## src/design/sfcc_pkg.sv

```systemverilog
// Shared types, constants and the CRC-8 step for the sensor frame checker.
// No dependencies; the modules and the testbench import this package.
`timescale 1ns / 1ps

package sfcc_pkg;

  // CRC-8: x^8+x^5+x^4+1, seed 0xFF, no reflection, no final xor
  localparam logic [7:0] CRC_POLY = 8'h31;
  localparam logic [7:0] CRC_INIT = 8'hFF;

  // Byte slots within a six-byte frame
  localparam logic [2:0] POS_T_MSB = 3'd0;
  localparam logic [2:0] POS_T_LSB = 3'd1;
  localparam logic [2:0] POS_T_CRC = 3'd2;
  localparam logic [2:0] POS_H_MSB = 3'd3;
  localparam logic [2:0] POS_H_LSB = 3'd4;
  localparam logic [2:0] POS_H_CRC = 3'd5;

  // Scaling: floor(SPAN * raw / 65535), temperature then offset
  localparam logic [14:0] TEMP_SPAN   = 15'd17500;
  localparam logic [13:0] HUM_SPAN    = 14'd10000;
  localparam logic [14:0] TEMP_OFFSET = 15'd4500;
  localparam logic [16:0] FULL_SCALE  = 17'd65535;

  // One complete frame, handed from the assembler to the scaler
  typedef struct packed {
    logic [15:0] temp_raw;
    logic [15:0] hum_raw;
    logic        temp_crc_ok;
    logic        hum_crc_ok;
  } frame_t;

  // Assembler status seen by the top level
  typedef struct packed {
    logic   push;
    logic [2:0] pos;
  } front_stat_t;

  // Advance a CRC-8 over one byte, MSB first
  function automatic logic [7:0] crc8_byte(input logic [7:0] crc, input logic [7:0] data);
    logic [7:0] c;
    c = crc ^ data;
    for (int k = 0; k < 8; k++) begin
      c = c[7] ? ({c[6:0], 1'b0} ^ CRC_POLY) : {c[6:0], 1'b0};
    end
    return c;
  endfunction

endpackage

```

## src/design/sfcc_in_if.sv

```systemverilog
// Byte input channel: valid/ready handshake carrying one frame byte.
// Standalone; no package needed.
`timescale 1ns / 1ps

interface sfcc_in_if;
  logic       valid;
  logic       ready;
  logic [7:0] rx_byte;
  logic       frame_start;

  modport source (output valid, output rx_byte, output frame_start, input ready);
  modport sink   (input valid, input rx_byte, input frame_start, output ready);
endinterface

```

## src/design/sfcc_out_if.sv

```systemverilog
// Result channel: valid/ready handshake carrying raw words, scaled values, CRC flags.
// Standalone; no package needed.
`timescale 1ns / 1ps

interface sfcc_out_if;
  logic               valid;
  logic               ready;
  logic        [15:0] temp_raw;
  logic        [15:0] hum_raw;
  logic signed [14:0] temp_centi;
  logic        [13:0] hum_centi;
  logic               temp_crc_ok;
  logic               hum_crc_ok;

  modport source (output valid, output temp_raw, output hum_raw, output temp_centi,
                  output hum_centi, output temp_crc_ok, output hum_crc_ok, input ready);
  modport sink   (input valid, input temp_raw, input hum_raw, input temp_centi,
                  input hum_centi, input temp_crc_ok, input hum_crc_ok, output ready);
endinterface

```

## src/design/sfcc_front.sv

```systemverilog
// Frame assembler: tracks byte position, runs CRC-8, builds words, emits a frame.
// Depends on sfcc_pkg.
`timescale 1ns / 1ps

module sfcc_front (
  input  logic                 clk_i,
  input  logic                 rst_ni,
  input  logic                 accept_i,
  input  logic [7:0]           rx_byte_i,
  input  logic                 frame_start_i,
  output sfcc_pkg::frame_t     frame_o,
  output sfcc_pkg::front_stat_t stat_o
);
  import sfcc_pkg::*;

  logic [2:0]  pos_q, pos_d, pos;
  logic [7:0]  crc_q, crc_d, crc_seed, crc_next;
  logic [15:0] temp_q, temp_d;
  logic [15:0] hum_q, hum_d;
  logic        tok_q, tok_d;
  logic        push;

  // Pick the slot of this byte; a start mark restarts the frame
  always_comb begin
    pos = frame_start_i ? POS_T_MSB : pos_q;
    if (pos > POS_H_CRC) begin
      pos = POS_T_MSB;
    end
  end

  // First byte of each word starts from the seed
  assign crc_seed = (pos == POS_T_MSB || pos == POS_H_MSB) ? CRC_INIT : crc_q;
  assign crc_next = crc8_byte(crc_seed, rx_byte_i);

  // Update words, CRC and flag by slot
  always_comb begin
    pos_d  = pos_q;
    crc_d  = crc_q;
    temp_d = temp_q;
    hum_d  = hum_q;
    tok_d  = tok_q;
    push   = 1'b0;
    if (accept_i) begin
      pos_d = (pos == POS_H_CRC) ? POS_T_MSB : pos + 3'd1;
      unique case (pos)
        POS_T_MSB: begin
          crc_d  = crc_next;
          temp_d = {rx_byte_i, 8'h00};
        end
        POS_T_LSB: begin
          crc_d  = crc_next;
          temp_d = {temp_q[15:8], rx_byte_i};
        end
        POS_T_CRC: begin
          tok_d = (crc_q == rx_byte_i);
          crc_d = CRC_INIT;
        end
        POS_H_MSB: begin
          crc_d = crc_next;
          hum_d = {rx_byte_i, 8'h00};
        end
        POS_H_LSB: begin
          crc_d = crc_next;
          hum_d = {hum_q[15:8], rx_byte_i};
        end
        default: begin
          crc_d = CRC_INIT;
          push  = 1'b1;
        end
      endcase
    end
  end

  // Hold frame state
  always_ff @(posedge clk_i or negedge rst_ni) begin
    if (!rst_ni) begin
      pos_q  <= POS_T_MSB;
      crc_q  <= CRC_INIT;
      temp_q <= 16'h0000;
      hum_q  <= 16'h0000;
      tok_q  <= 1'b0;
    end else begin
      pos_q  <= pos_d;
      crc_q  <= crc_d;
      temp_q <= temp_d;
      hum_q  <= hum_d;
      tok_q  <= tok_d;
    end
  end

  // Complete frame goes out with the last byte
  assign frame_o.temp_raw    = temp_q;
  assign frame_o.hum_raw     = hum_d;
  assign frame_o.temp_crc_ok = tok_q;
  assign frame_o.hum_crc_ok  = (crc_q == rx_byte_i);

  assign stat_o.push = push;
  assign stat_o.pos  = pos_q;

endmodule

```

## src/design/sfcc_queue.sv

```systemverilog
// Short frame queue between assembler and scaler.
// Depends on sfcc_pkg.
`timescale 1ns / 1ps

module sfcc_queue #(
  parameter int unsigned DEPTH = 2
) (
  input  logic             clk_i,
  input  logic             rst_ni,
  input  logic             push_i,
  input  sfcc_pkg::frame_t wdata_i,
  output logic             full_o,
  input  logic             pop_i,
  output logic             valid_o,
  output sfcc_pkg::frame_t rdata_o
);
  import sfcc_pkg::*;

  localparam int unsigned PtrW = (DEPTH > 1) ? $clog2(DEPTH) : 1;
  localparam int unsigned CntW = $clog2(DEPTH + 1);
  localparam logic [PtrW-1:0] LastPtr = PtrW'(DEPTH - 1);
  localparam logic [CntW-1:0] FullCnt = CntW'(DEPTH);

  frame_t          mem_q [DEPTH];
  logic [PtrW-1:0] wr_q, rd_q;
  logic [CntW-1:0] cnt_q;
  logic            do_push, do_pop;

  assign full_o  = (cnt_q == FullCnt);
  assign valid_o = (cnt_q != '0);
  assign do_push = push_i && !full_o;
  assign do_pop  = pop_i && valid_o;
  assign rdata_o = mem_q[rd_q];

  // Store entries
  always_ff @(posedge clk_i) begin
    if (do_push) begin
      mem_q[wr_q] <= wdata_i;
    end
  end

  // Advance pointers and count
  always_ff @(posedge clk_i or negedge rst_ni) begin
    if (!rst_ni) begin
      wr_q  <= '0;
      rd_q  <= '0;
      cnt_q <= '0;
    end else begin
      if (do_push) begin
        wr_q <= (wr_q == LastPtr) ? '0 : wr_q + PtrW'(1);
      end
      if (do_pop) begin
        rd_q <= (rd_q == LastPtr) ? '0 : rd_q + PtrW'(1);
      end
      if (do_push && !do_pop) begin
        cnt_q <= cnt_q + CntW'(1);
      end else if (do_pop && !do_push) begin
        cnt_q <= cnt_q - CntW'(1);
      end
    end
  end

endmodule

```

## src/design/sfcc_scale.sv

```systemverilog
// Scaler: multiply by span, divide by 65535 via reciprocal estimate and correction.
// Depends on sfcc_pkg.
`timescale 1ns / 1ps

module sfcc_scale (
  input  logic                clk_i,
  input  logic                rst_ni,
  input  logic                valid_i,
  input  sfcc_pkg::frame_t    frame_i,
  output logic                pop_o,
  output logic                valid_o,
  input  logic                ready_i,
  output logic         [15:0] temp_raw_o,
  output logic         [15:0] hum_raw_o,
  output logic signed  [14:0] temp_centi_o,
  output logic         [13:0] hum_centi_o,
  output logic                temp_crc_ok_o,
  output logic                hum_crc_ok_o
);
  import sfcc_pkg::*;

  logic        en;
  // stage 1: products
  logic        s1_vld_q;
  frame_t      s1_frm_q;
  logic [30:0] s1_tx_q;
  logic [29:0] s1_hx_q;
  // stage 2: quotient estimates, low product bits for the remainder
  logic        s2_vld_q;
  frame_t      s2_frm_q;
  logic [16:0] s2_tx_q;
  logic [16:0] s2_hx_q;
  logic [14:0] s2_tq_q;
  logic [13:0] s2_hq_q;
  // estimate and correction
  logic [30:0] t_sum;
  logic [29:0] h_sum;
  logic [16:0] t_rem, h_rem;
  logic [14:0] t_fin;
  logic [13:0] h_fin;
  // output register
  logic        out_vld_q;

  // Move the whole pipe when the output slot frees up
  assign en    = !out_vld_q || ready_i;
  assign pop_o = valid_i && en;

  // Estimate q = (x + x/65536) / 65536, never above the true quotient
  assign t_sum = s1_tx_q + (s1_tx_q >> 16);
  assign h_sum = s1_hx_q + (s1_hx_q >> 16);

  // Remainder x - 65535*q, exact in 17 bits; one step up when it reaches 65535
  assign t_rem = s2_tx_q - {s2_tq_q[0], 16'h0000} + {2'b00, s2_tq_q};
  assign h_rem = s2_hx_q - {s2_hq_q[0], 16'h0000} + {3'b000, s2_hq_q};
  assign t_fin = s2_tq_q + {14'd0, (t_rem >= FULL_SCALE)};
  assign h_fin = s2_hq_q + {13'd0, (h_rem >= FULL_SCALE)};

  // Valid bits
  always_ff @(posedge clk_i or negedge rst_ni) begin
    if (!rst_ni) begin
      s1_vld_q  <= 1'b0;
      s2_vld_q  <= 1'b0;
      out_vld_q <= 1'b0;
    end else if (en) begin
      s1_vld_q  <= valid_i;
      s2_vld_q  <= s1_vld_q;
      out_vld_q <= s2_vld_q;
    end
  end

  // Payload
  always_ff @(posedge clk_i) begin
    if (en) begin
      s1_frm_q <= frame_i;
      s1_tx_q  <= 31'(frame_i.temp_raw) * 31'(TEMP_SPAN);
      s1_hx_q  <= 30'(frame_i.hum_raw) * 30'(HUM_SPAN);

      s2_frm_q <= s1_frm_q;
      s2_tx_q  <= s1_tx_q[16:0];
      s2_hx_q  <= s1_hx_q[16:0];
      s2_tq_q  <= t_sum[30:16];
      s2_hq_q  <= h_sum[29:16];

      temp_raw_o    <= s2_frm_q.temp_raw;
      hum_raw_o     <= s2_frm_q.hum_raw;
      temp_centi_o  <= $signed(t_fin - TEMP_OFFSET);
      hum_centi_o   <= h_fin;
      temp_crc_ok_o <= s2_frm_q.temp_crc_ok;
      hum_crc_ok_o  <= s2_frm_q.hum_crc_ok;
    end
  end

  assign valid_o = out_vld_q;

endmodule

```

## src/design/sensor_frame_crc_check_and_scale_core.sv

```systemverilog
// Top level: frame assembler, frame queue and scaler wired to two handshake channels.
// Depends on sfcc_pkg, sfcc_in_if, sfcc_out_if, sfcc_front, sfcc_queue, sfcc_scale.
//
//   channel | dir | payload                                          | handshake
//   rx_i    | in  | rx_byte, frame_start                             | valid/ready
//   res_o   | out | temp_raw, hum_raw, temp_centi, hum_centi, flags  | valid/ready
//
// One byte is taken per cycle while the frame queue has room; after the sixth byte is
// taken, a result passes the queue slot, product, estimate and output registers.
// The scaler holds its three stages together while the result is not taken;
// the assembler stalls only when the frame queue (QUEUE_DEPTH entries) is full.
// Reset is asynchronous, active low; it puts the byte position at frame start.
`timescale 1ns / 1ps

module sensor_frame_crc_check_and_scale_core #(
  parameter int unsigned QUEUE_DEPTH = 2
) (
  input  logic              clk_i,
  input  logic              rst_ni,
  sfcc_in_if.sink           rx_i,
  sfcc_out_if.source        res_o
);
  import sfcc_pkg::*;

  frame_t      frame;
  frame_t      q_head;
  front_stat_t front_stat;
  logic        q_full;
  logic        q_valid;
  logic        q_pop;
  logic        accept;

  // Accept bytes while the queue has room
  assign rx_i.ready = !q_full;
  assign accept     = rx_i.valid && !q_full;

  sfcc_front u_front (
    .clk_i         (clk_i),
    .rst_ni        (rst_ni),
    .accept_i      (accept),
    .rx_byte_i     (rx_i.rx_byte),
    .frame_start_i (rx_i.frame_start),
    .frame_o       (frame),
    .stat_o        (front_stat)
  );

  sfcc_queue #(
    .DEPTH (QUEUE_DEPTH)
  ) u_queue (
    .clk_i   (clk_i),
    .rst_ni  (rst_ni),
    .push_i  (front_stat.push),
    .wdata_i (frame),
    .full_o  (q_full),
    .pop_i   (q_pop),
    .valid_o (q_valid),
    .rdata_o (q_head)
  );

  sfcc_scale u_scale (
    .clk_i         (clk_i),
    .rst_ni        (rst_ni),
    .valid_i       (q_valid),
    .frame_i       (q_head),
    .pop_o         (q_pop),
    .valid_o       (res_o.valid),
    .ready_i       (res_o.ready),
    .temp_raw_o    (res_o.temp_raw),
    .hum_raw_o     (res_o.hum_raw),
    .temp_centi_o  (res_o.temp_centi),
    .hum_centi_o   (res_o.hum_centi),
    .temp_crc_ok_o (res_o.temp_crc_ok),
    .hum_crc_ok_o  (res_o.hum_crc_ok)
  );

`ifndef ASSERT_OFF
  // A start-marked byte always leaves the assembler at the second slot
  a_start_pos: assert property (@(posedge clk_i) disable iff (!rst_ni)
    (rx_i.valid && rx_i.ready && rx_i.frame_start) |=> (front_stat.pos == POS_T_LSB))
    else $error("frame start did not restart byte position");

  // A frame enters the queue only with an accepted byte and never when full
  a_push_ok: assert property (@(posedge clk_i) disable iff (!rst_ni)
    front_stat.push |-> (rx_i.valid && rx_i.ready && !q_full))
    else $error("frame pushed without accepted byte or into full queue");

  // Scaled humidity never exceeds full scale
  a_hum_range: assert property (@(posedge clk_i) disable iff (!rst_ni)
    res_o.valid |-> (res_o.hum_centi <= 14'd10000))
    else $error("humidity out of range");
`endif

endmodule

```

## src/flat_wrapper.sv

```systemverilog
// flat-port wrapper written by rule: the top's interface ports become plain ports
module sensor_frame_crc_check_and_scale_core_flat import sfcc_pkg::*;
#(
  parameter int unsigned QUEUE_DEPTH = 2
)
  (clk_i, rst_ni, rx_i_valid, rx_i_rx_byte, rx_i_frame_start, rx_i_ready, res_o_valid, res_o_temp_raw, res_o_hum_raw, res_o_temp_centi, res_o_hum_centi, res_o_temp_crc_ok, res_o_hum_crc_ok, res_o_ready);
  sfcc_in_if rx_i_i ();
  sfcc_out_if res_o_i ();
  input  logic clk_i;
  input  logic rst_ni;
  input wire logic [$bits(rx_i_i.valid)-1:0] rx_i_valid;
  input wire logic [$bits(rx_i_i.rx_byte)-1:0] rx_i_rx_byte;
  input wire logic [$bits(rx_i_i.frame_start)-1:0] rx_i_frame_start;
  output wire logic [$bits(rx_i_i.ready)-1:0] rx_i_ready;
  output wire logic [$bits(res_o_i.valid)-1:0] res_o_valid;
  output wire logic [$bits(res_o_i.temp_raw)-1:0] res_o_temp_raw;
  output wire logic [$bits(res_o_i.hum_raw)-1:0] res_o_hum_raw;
  output wire logic [$bits(res_o_i.temp_centi)-1:0] res_o_temp_centi;
  output wire logic [$bits(res_o_i.hum_centi)-1:0] res_o_hum_centi;
  output wire logic [$bits(res_o_i.temp_crc_ok)-1:0] res_o_temp_crc_ok;
  output wire logic [$bits(res_o_i.hum_crc_ok)-1:0] res_o_hum_crc_ok;
  input wire logic [$bits(res_o_i.ready)-1:0] res_o_ready;
  assign rx_i_i.valid = rx_i_valid;
  assign rx_i_i.rx_byte = rx_i_rx_byte;
  assign rx_i_i.frame_start = rx_i_frame_start;
  assign rx_i_ready = rx_i_i.ready;
  assign res_o_valid = res_o_i.valid;
  assign res_o_temp_raw = res_o_i.temp_raw;
  assign res_o_hum_raw = res_o_i.hum_raw;
  assign res_o_temp_centi = res_o_i.temp_centi;
  assign res_o_hum_centi = res_o_i.hum_centi;
  assign res_o_temp_crc_ok = res_o_i.temp_crc_ok;
  assign res_o_hum_crc_ok = res_o_i.hum_crc_ok;
  assign res_o_i.ready = res_o_ready;
  sensor_frame_crc_check_and_scale_core #(.QUEUE_DEPTH(QUEUE_DEPTH)) u_core (.clk_i(clk_i), .rst_ni(rst_ni), .rx_i(rx_i_i), .res_o(res_o_i));
endmodule
```

## config.mk

```make
export PLATFORM = sky130hd
export DESIGN_NAME = sensor_frame_crc_check_and_scale_core_flat
export DESIGN_NICKNAME = d
export VERILOG_FILES = /design/src/design/sfcc_pkg.sv /design/src/design/sfcc_in_if.sv /design/src/design/sfcc_out_if.sv /design/src/design/sfcc_front.sv /design/src/design/sfcc_queue.sv /design/src/design/sfcc_scale.sv /design/src/design/sensor_frame_crc_check_and_scale_core.sv /design/src/flat_wrapper.sv
export SDC_FILE = /design/constraint.sdc
export NUM_CORES = 1
export LEC_CHECK = 0
export ABC_AREA = 0
export BUFFER_PORTS_ARGS = -buffer_cell sky130_fd_sc_hd__buf_2
export CORE_UTILIZATION = 50
export DETAILED_ROUTE_END_ITERATION = 6
export GPL_ROUTABILITY_DRIVEN = 0
export PLACE_DENSITY_LB_ADDON = 0.12
export SLEW_MARGIN = 0
export SYNTH_ARGS = -nofsm -noshare
export SYNTH_HDL_FRONTEND = slang
export SYNTH_SLANG_ARGS = --single-unit
```

## constraint.sdc

```tcl
create_clock -name clk_i -period 8.5 [get_ports clk_i]
set_input_delay 0.85 -clock clk_i [delete_from_list [all_inputs] [get_ports clk_i]]
set_output_delay 0.85 -clock clk_i [all_outputs]
set_load 0.01 [all_outputs]
```

==> results of run 1 <==
[layer usage]
metal / global-route usage [%] / up-vias / routed length [um] / share of wire (%)
met5: 0 / - / 0 / 0
met4: 6.691 / 0 / 1040 / 2.8
met3: 2.693 / 72 / 1254 / 3.3
met2: 29.07 / 205 / 16940 / 45
met1: 25.79 / 5778 / 18590 / 49
li1: - / 6193 / - / -
[kinds of logic after synthesis]
group           share of synthesized area [%]
flops                                   48.99
buf+inv                                 6.287
fa+ha+maj                               22.62
simple gates                            6.157
compound gates                          7.854
xor+xnor                                6.008
mux                                     2.084
[final cells by class]
cell class | instances | area share (%)
multi-input cells | 1031 | 40.31
inverters | 324 | 5.194
clock buffers | 48 | 4.537
repair buffers | 84 | 1.870
flip-flops and latches | 352 | 44.10
well taps | 532 | 2.843
clock inverters | 25 | 1.144
[cell usage in the layout, fill, tap and decap left out, types with 27 or more instances in the layout]
master     count
dfrtp_1       43
xor2_1        34
nand2_1       76
buf_2         77
edfxtp_1     301
fa_1          80
mux2i_1       27
a21oi_1       75
xnor2_1      105
a21o_1        28
ha_1         253
o21ai_0       29
nor3_1        27
nor2_1        64
inv_1        324
clkbuf_16     41
[stage by stage]
step	cells	area (um2)	setup slack, ns
2_1_floorplan	1734	21080	2.490
6_report	2396	23410	2.174
3_3_place_gp	2323	22080	2.289
3_5_place_dp	2323	22080	2.140
5_1_grt	2396	23410	1.804
4_1_cts	2396	23410	2.138
[state kept, by name, indices dropped and copies added (netlist names), 2 cells and up]
register,cells
u_core.u_front.crc_q,8
u_core.u_front.hum_q,16
u_core.u_front.pos_q,3
u_core.u_front.temp_q,16
u_core.u_queue.cnt_q,2
u_core.u_queue.mem_q,68
u_core.u_scale.hum_centi_o,14
u_core.u_scale.hum_raw_o,16
u_core.u_scale.s1_frm_q,34
u_core.u_scale.s1_hx_q,22
u_core.u_scale.s1_tx_q,28
u_core.u_scale.s2_frm_q,34
u_core.u_scale.s2_hq_q,14
u_core.u_scale.s2_hx_q,9
u_core.u_scale.s2_tq_q,15
u_core.u_scale.s2_tx_q,14
u_core.u_scale.temp_centi_o,15
u_core.u_scale.temp_raw_o,16
[path summary, 6_finish.rpt]
| path | to | depth (start not counted) |
|---|---|---|
| worst max-delay path | u_core.u_scale.s1_tx_q[30] | 22 |
| min in group clk_i | u_core.u_scale.temp_raw_o[8] | 0 |
| worst min-delay path | u_core.u_front.pos_q[0] | 2 |
| max in group asynchronous | u_core.u_front.hum_q[15] | 2 |
| worst max register to register | u_core.u_scale.s1_tx_q[30] | 22 |
| worst min register to register | u_core.u_scale.temp_raw_o[8] | 0 |
==> impl_metrics.tcl, run 1 <==
set metrics [dict create \
    cts_resized 0 \
    ys_warn_count 0 \
    routed_wl_um 37820 \
    grt_max_degree 89 \
    dieWidth_um 207.3 \
    finalMaxSlewViolations 0 \
    routed_via_density 5.112 \
    timing_worst_setup_path_type "reg2reg" \
    synth.distinct_cells 69 \
    hold_path_class "in2async" \
    run_status "finished, final reports clean" \
    clkTransAtPathRegs_ns 0.06 \
    die_y_um 207.3 \
    skew_ns 0.01260 \
    layout.area.seq_um2 10320 \
    placement.io_buffers 77 \
    root_buffer "clkbuf_16" \
    yosys.area.top_type_share_pct 42.89 \
    reg2reg_from "u_core.u_queue.rd_q" \
    grt_pass1_wl_um 63620 \
    arrival_ns 6.63 \
    synthArstFlopShare_pct 14.49 \
    drive_gt1_share_pct 9.603 \
    cp.required_ns 8.81 \
    htree_levels 2 \
    syn_avg_cell_area_um2 12.15 \
    area_growth_pct 11.10 \
    syn_nets 2080 \
    worstSkewPairLatency_ns 0.56 \
    hold_slack_ns 0.4175 \
    synth_most_common_cell "inv_1" \
    num_rows 74 \
    startpoint "u_core.u_queue.rd_q" \
    tns_ns 0 \
    num-nets-final 2179 \
    maxCapViolations 0 \
    cp-start-kind "flip-flop" \
    die_area_um2 42980 \
    cts_setup_buffers 0 \
    antenna_found_initial 0 \
    hpwl_um 28210 \
    io_pins 78 \
    path_cells "buf_4 > mux2i_1 > inv_1 > ha_1 > inv_1 > fa_1 > inv_1 > ha_1 > fa_1 > inv_1 > fa_1 > inv_1 > ha_1 > a21o_1 > a21oi_1 > o21ai_0 > a31oi_1 > o31ai_1 > o311a_1 > nor3_1 > nor3_1 > a31o_1" \
    vias 12250 \
    cts_buffers 40 \
    drt_iter0_markers 611 \
    synth_top_cell_by_area "edfxtp_1" \
    max_slew.worst_pin.slew_ns 1.040 \
    finalCritPeriodShare_pct 74.43 \
    ys_seq_area_share_pct 48.99 \
    synth_seq_cells 352 \
    multi_input_area_um2 9439 \
    n_antenna_cell 0 \
    yosys-top-cells-area "edfxtp_1 (43%), ha_1 (15%), fa_1 (7.6%)" \
    clock-sinks 352 \
    hold_viol 0 \
    period_needed_ns 6.326 \
    coreArea_um2 41200 \
    max_freq_mhz 158.1 \
    fin_util_pct 56.83 \
    start_util_pct 51.15 \
    slew_headroom_pct 30.65 \
    yosys-top-cells-count "inv_1 (324), edfxtp_1 (301), ha_1 (253), xnor2_1 (105), fa_1 (80)" \
    end_kind "flip-flop" \
    crit_buf_inv 6 \
    cp_slowest_cell "mux2i_1" \
    drt_pass1_iterations 5 \
    synth_edf_count 301 \
    worst-r2r-setup-slack_ns 2.17 \
    crit_top_cell "inv_1" \
    rsz0062_at_grt "no" \
    cts.hold.buffers_added 0 \
    ant_nets 0 \
    route.detailed.drc 0 \
    path_max_fanout 31 \
    synth_flop_cell "edfxtp_1" \
    cts_tree "done" \
    cp_slowest_stage_delay_ns 0.54 \
    drt-wirelength-per-cell_um 15.78 \
    setup_viol_count_final 0 \
    track_usage_pct 18.37 \
    grt_pass1_vias 12480 \
    clk_path_buf_depth 3 \
    syn_inst 1734 \
    syn_area_um2 21080 \
    cpLargestDelayFamily "adder cells" \
    fillCellCount 3378 \
    grt-ovfl-total 0 \
]
Power of run 1 is left out: the tool's default activity adds up to more than one toggle a clock period on the data nets, which glitch-free logic cannot reach.
==> inputs of run 2 (changes only) <==
==> constraint.sdc (replaced) <==
create_clock -name clk_i -period 5.3 [get_ports clk_i]
set_input_delay 0.53 -clock clk_i [delete_from_list [all_inputs] [get_ports clk_i]]
set_output_delay 0.53 -clock clk_i [all_outputs]
set_load 0.01 [all_outputs]
==> run 2 against run 1 <==
Effect of this change: fmax rose by 22%; die area did not move; sequential share of layout area fell by 2.0 points; utilization rose by 2.6 points.
==> impl_metrics.tcl, run 2 (same netlist as run 1, synthesis figures left out) <==
set metrics [dict create \
    run_status "finished, final reports clean" \
    maxCapViolations 0 \
    route.detailed.drc 0 \
    io_pins 78 \
    worstSkewPairLatency_ns 0.55 \
    path_cells "bufbuf_16 > mux2_4 > ha_4 > fa_1 > ha_1 > inv_2 > fa_1 > fa_1 > inv_1 > ha_4 > or4_1 > o21a_1 > o2111a_1 > buf_4 > or3_1 > a21oi_2 > xnor2_1" \
    finalMaxSlewViolations 0 \
    root_buffer "clkbuf_16" \
    grt-ovfl-total 0 \
    largest_reg_flops 68 \
    grtUsageMet1_pct 24.82 \
    drt_pass1_iterations 4 \
    die_area_um2 42980 \
    drt-wirelength-per-cell_um 15.57 \
    grt_pass1_vias 12710 \
    registers.top_by_ff_count "u_core.u_queue.mem_q" \
    drive_gt1_share_pct 16.84 \
    period_needed_ns 5.196 \
    placement.io_buffers 77 \
    dieWidth_um 207.3 \
    end_kind "flip-flop" \
    dpl-instance-area_um2 22720 \
    pre_cts_ws_ns -0.06105 \
    hold_path_class "in2async" \
    skew_ns 0.01335 \
    hold_viol 0 \
    cts_buffers 40 \
    startpoint "u_core.u_queue.rd_q" \
    cp_slowest_stage_delay_ns 0.54 \
    grtUsageMet3_pct 2.693 \
    fillCellCount 3302 \
    fin_ws_ns 0.1043 \
    n_antenna_cell 0 \
    fin_area_um2 24500 \
    max_freq_mhz 192.5 \
    crit_top_cell "fa_1" \
    cp-start-kind "flip-flop" \
    vias 12670 \
    layout_commonest_cell "inv_1" \
    rsz0062_at_grt "yes" \
    setup_viol_count_final 0 \
    reg2reg_from "u_core.u_queue.rd_q" \
    cts_tree "done" \
    timing.rr.end "u_core.u_scale.s1_tx_q[19]" \
    max_slew.worst_pin.slew_ns 0.8446 \
    clock-sinks 352 \
    cts.hold.buffers_added 0 \
    layout.area.seq_um2 10330 \
    crit_cells 17 \
    multi_input_area_um2 9829 \
    slew_headroom_pct 43.26 \
    die_y_um 207.3 \
    reg2reg_depth 17 \
    setup.worst_path.end "u_core.u_scale.s1_tx_q[19]" \
    finalCritPeriodShare_pct 98.03 \
    worst-r2r-setup-slack_ns 0.10 \
    antenna_found_initial 0 \
    start_util_pct 51.15 \
    num-nets-final 2265 \
    ant_nets 0 \
    path_max_fanout 7 \
    top_regs "u_core.u_queue.mem_q x68, u_core.u_scale.s1_frm_q x34, u_core.u_scale.s2_frm_q x34" \
    clk_path_buf_depth 3 \
    hold_slack_ns 0.09399 \
    num_rows 74 \
    grt_pass1_wl_um 63240 \
    busiest_layer "met2" \
    track_usage_pct 18.27 \
    arrival_ns 5.48 \
    use_met2_pct 29.86 \
    area_growth_pct 16.26 \
    coreArea_um2 41200 \
    tns_ns 0 \
    timing_worst_setup_path_type "reg2reg" \
    drt_iter0_markers 497 \
    cpLargestDelayFamily "adder cells" \
    cp.required_ns 5.59 \
    clkTransAtPathRegs_ns 0.06 \
    crit_buf_inv 4 \
    mostFrequentLayoutCells "inv_1 (316), edfxtp_1 (301), ha_1 (238), xnor2_1 (105), buf_4 (89)" \
    routed_wl_um 38620 \
    grt_max_degree 102 \
    routed_via_density 5.109 \
    hpwl_um 29110 \
    htree_levels 2 \
    cp_slowest_cell "fa_1" \
]
[run 2: cell count changes in the layout (fill, tap and decap cells not counted), sizes merged]
cell,before,now
buf,84,169
clkbuf,48,53
inv,329,324
clkinv,13,10
bufbuf,0,1
clkinvlp,2,3
[run 2: timing repair]
item	4_1_cts	5_1_grt
endpoints found under the setup margin	4	17
cloned	1	0
pin swaps	1	20
buffers inserted	1	8
resized for setup	11	61
[run 2: area by class of cell]
cell class	instances	share of cell area, %
Sequential cell	352	42.15
Multi-Input combinational cell	1031	40.12
Inverter	324	4.964
Timing Repair Buffer	170	4.678
Clock buffer	53	4.371
Tap cell	532	2.717
Clock inverter	18	1.006
[run 2: how the worst min path moves through the flow]
stage                                      startpoint                           end  slack, ns  cells past startpoint
after floorplan                                rst_ni       u_core.u_front.hum_q[0]       0.23                      0
after global placement    u_core.u_scale.s2_frm_q[25]  u_core.u_scale.temp_raw_o[7]       0.40                      0
after detailed placement   u_core.u_scale.s2_frm_q[9]   u_core.u_scale.hum_raw_o[7]       0.40                      0
after CTS                                      rst_ni      u_core.u_front.hum_q[15]       0.09                      2
after global routing                           rst_ni       u_core.u_front.pos_q[0]       0.15                      2
final                                          rst_ni      u_core.u_front.hum_q[10]       0.09                      2
[run 2: worst register-to-register path, cell delays in order (launching register included)]
cell	delay, ns
dfrtp_2	0.43
bufbuf_16	0.29
mux2_4	0.34
ha_4	0.25
fa_1	0.45
ha_1	0.30
inv_2	0.04
fa_1	0.49
fa_1	0.54
inv_1	0.06
ha_4	0.17
or4_1	0.52
o21a_1	0.14
o2111a_1	0.16
buf_4	0.15
or3_1	0.36
a21oi_2	0.16
xnor2_1	0.08
[run 2: layer usage]
layer	up-vias	wire length, um
li1	6374	-
met1	6043	18380
met2	181	17990
met3	73	1237
met4	0	1010
met5	-	0
[run 2: through the flow]
step	std cells	utilization [%]
4_1_cts	2472	58.58
3_3_place_gp	2399	55.15
3_5_place_dp	2399	55.15
6_report	2480	59.47
5_1_grt	2480	59.47
2_1_floorplan	1734	-
Power of run 2 is left out for the same reason.
==> inputs of run 3 (changes only) <==
--- a/config.mk
+++ b/config.mk
@@ -7,6 +7,7 @@
 export LEC_CHECK = 0
 export ABC_AREA = 0
 export BUFFER_PORTS_ARGS = -buffer_cell sky130_fd_sc_hd__buf_2
+export CORE_MARGIN = 5
 export CORE_UTILIZATION = 50
 export DETAILED_ROUTE_END_ITERATION = 6
 export GPL_ROUTABILITY_DRIVEN = 0
==> run 3 against run 2 <==
Effect of this change: non-clock buffer count up 2; setup slack gained 0.026 ns; fmax is 0.50% higher; register-to-register slack improved by 0.03 ns; worst hold slack worse by 0.013 ns; final cell count grew 0.48%; largest cell class unchanged.
==> impl_metrics.tcl, run 3 (same netlist as run 1, synthesis figures left out) <==
set metrics [dict create \
    area_growth_pct 17.44 \
    max_slew.worst_pin.slew_ns 1.015 \
    mostFrequentLayoutCells "inv_1 (314), edfxtp_1 (301), ha_1 (233), xnor2_1 (104), buf_4 (90)" \
    drt-wirelength-per-cell_um 15.62 \
    cp_slowest_cell "fa_1" \
    num_rows 75 \
    io_pins 78 \
    largest_reg_flops 68 \
    antenna_found_initial 0 \
    grt_max_degree 87 \
    start_util_pct 50.36 \
    grt_pass1_vias 12550 \
    placement.io_buffers 77 \
    root_buffer "clkbuf_16" \
    arrival_ns 5.46 \
    die_area_um2 46360 \
    clkTransAtPathRegs_ns 0.06 \
    drive_gt1_share_pct 17.82 \
    clock-sinks 352 \
    cts_tree "done" \
    track_usage_pct 16.71 \
    routed_wl_um 38940 \
    n_antenna_cell 0 \
    cts.hold.buffers_added 0 \
    dieWidth_um 215.3 \
    hpwl_um 29290 \
    skew_ns 0.02319 \
    cp.required_ns 5.59 \
    period_needed_ns 5.170 \
    timing_worst_setup_path_type "reg2reg" \
    grt_pass1_wl_um 63750 \
    grt-ovfl-total 0 \
    top_regs "u_core.u_queue.mem_q x68, u_core.u_scale.s1_frm_q x34, u_core.u_scale.s2_frm_q x34" \
    worstSkewPairLatency_ns 0.56 \
    drt_iter0_markers 609 \
    slew_headroom_pct 32.31 \
    num-nets-final 2267 \
    vias 12510 \
    setup_viol_count_final 0 \
    htree_levels 2 \
    coreArea_um2 41850 \
    max_freq_mhz 193.4 \
    cts_buffers 40 \
    layout_commonest_cell "inv_1" \
    maxCapViolations 0 \
    routed_via_density 5.018 \
    crit_top_cell "fa_1" \
    drt_pass1_iterations 5 \
    end_kind "flip-flop" \
    ant_nets 0 \
    run_status "finished, final reports clean" \
    cp-start-kind "flip-flop" \
    clk_path_buf_depth 3 \
    dp_cells 2406 \
    path_max_fanout 6 \
    route.detailed.drc 0 \
    fin_cells 2492 \
    cp_slowest_stage_delay_ns 0.54 \
    finalMaxSlewViolations 0 \
    hold_viol 0 \
    registers.top_by_ff_count "u_core.u_queue.mem_q" \
    finalCritPeriodShare_pct 97.54 \
    rsz0062_at_grt "yes" \
    reg2reg_depth 18 \
    tns_ns 0 \
    die_y_um 215.3 \
    hold_path_class "in2async" \
    path_cells "buf_12 > mux2_4 > ha_4 > fa_1 > ha_1 > inv_2 > fa_1 > fa_1 > inv_1 > ha_4 > or4_1 > o21a_1 > o2111a_2 > o21ai_4 > a31oi_4 > a21o_1 > a21oi_1 > xnor2_1" \
]
[run 3: timing repair]
action / 4_1_cts / 5_1_grt
endpoints found under the setup margin: 6 / 16
pin swaps: 1 / 31
cloned: 0 / 3
buffers inserted: 0 / 9
resized for setup: 8 / 88
[run 3: area by class of cell]
cell class | instances | area [um2]
fillers | 3374 | 17100
flip-flops and latches | 352 | 10330
multi-input cells | 1031 | 10000
inverters | 324 | 1216
repair buffers | 172 | 1184
clock buffers | 57 | 1167
well taps | 539 | 674.4
clock inverters | 17 | 182.7
[run 3: layer usage]
metal / GRT usage [%] / share of wire (%) / up-vias
li1: - / - / 6372
met1: 23.51 / 48 / 5895
met2: 27.01 / 47 / 181
met3: 2.815 / 3.4 / 58
met4: 4.801 / 2.1 / 0
met5: 0 / 0 / -
[run 3: path summary, 6_finish.rpt]
path | from | end | slack (ns)
worst max-delay path | u_core.u_queue.rd_q | u_core.u_scale.s1_tx_q[27] | 0.13
worst max register to register | u_core.u_queue.rd_q | u_core.u_scale.s1_tx_q[27] | 0.13
worst min-delay path | rst_ni | u_core.u_front.hum_q[12] | 0.08
min in group clk_i | rx_i_frame_start | u_core.u_front.pos_q[1] | 0.32
max in group asynchronous | rst_ni | u_core.u_queue.rd_q | 4.75
worst min register to register | u_core.u_scale.s1_frm_q[13] | u_core.u_scale.s2_frm_q[13] | 0.41
[run 3: per-stage QoR]
step                      setup slack (ns)  util (%)  instance area, um2  hold slack, ns
after floorplan                  0.0007945         -               21160          0.2344
after global placement             0.01205     54.28               22720          0.4003
after detailed placement          -0.02896     54.28               22720          0.4045
after CTS                         -0.01212     57.59               24100         0.08798
after global routing              -0.02952     59.14               24750          0.1439
final                               0.1303     59.14               24750         0.08092
[run 3: worst max-delay path: cells and delay by family (launching register included)]
| family | cells | cell delay, ns |
|---|---|---|
| AO/OA/AOI/OAI | 6 | 0.95 |
| XOR/XNOR | 1 | 0.08 |
| adder cells (fa/ha/maj) | 6 | 2.24 |
| buffers and inverters | 3 | 0.28 |
| flip-flops | 1 | 0.47 |
| multiplexers | 1 | 0.34 |
| AND/OR/NAND/NOR | 1 | 0.52 |
Power of run 3 is left out for the same reason.
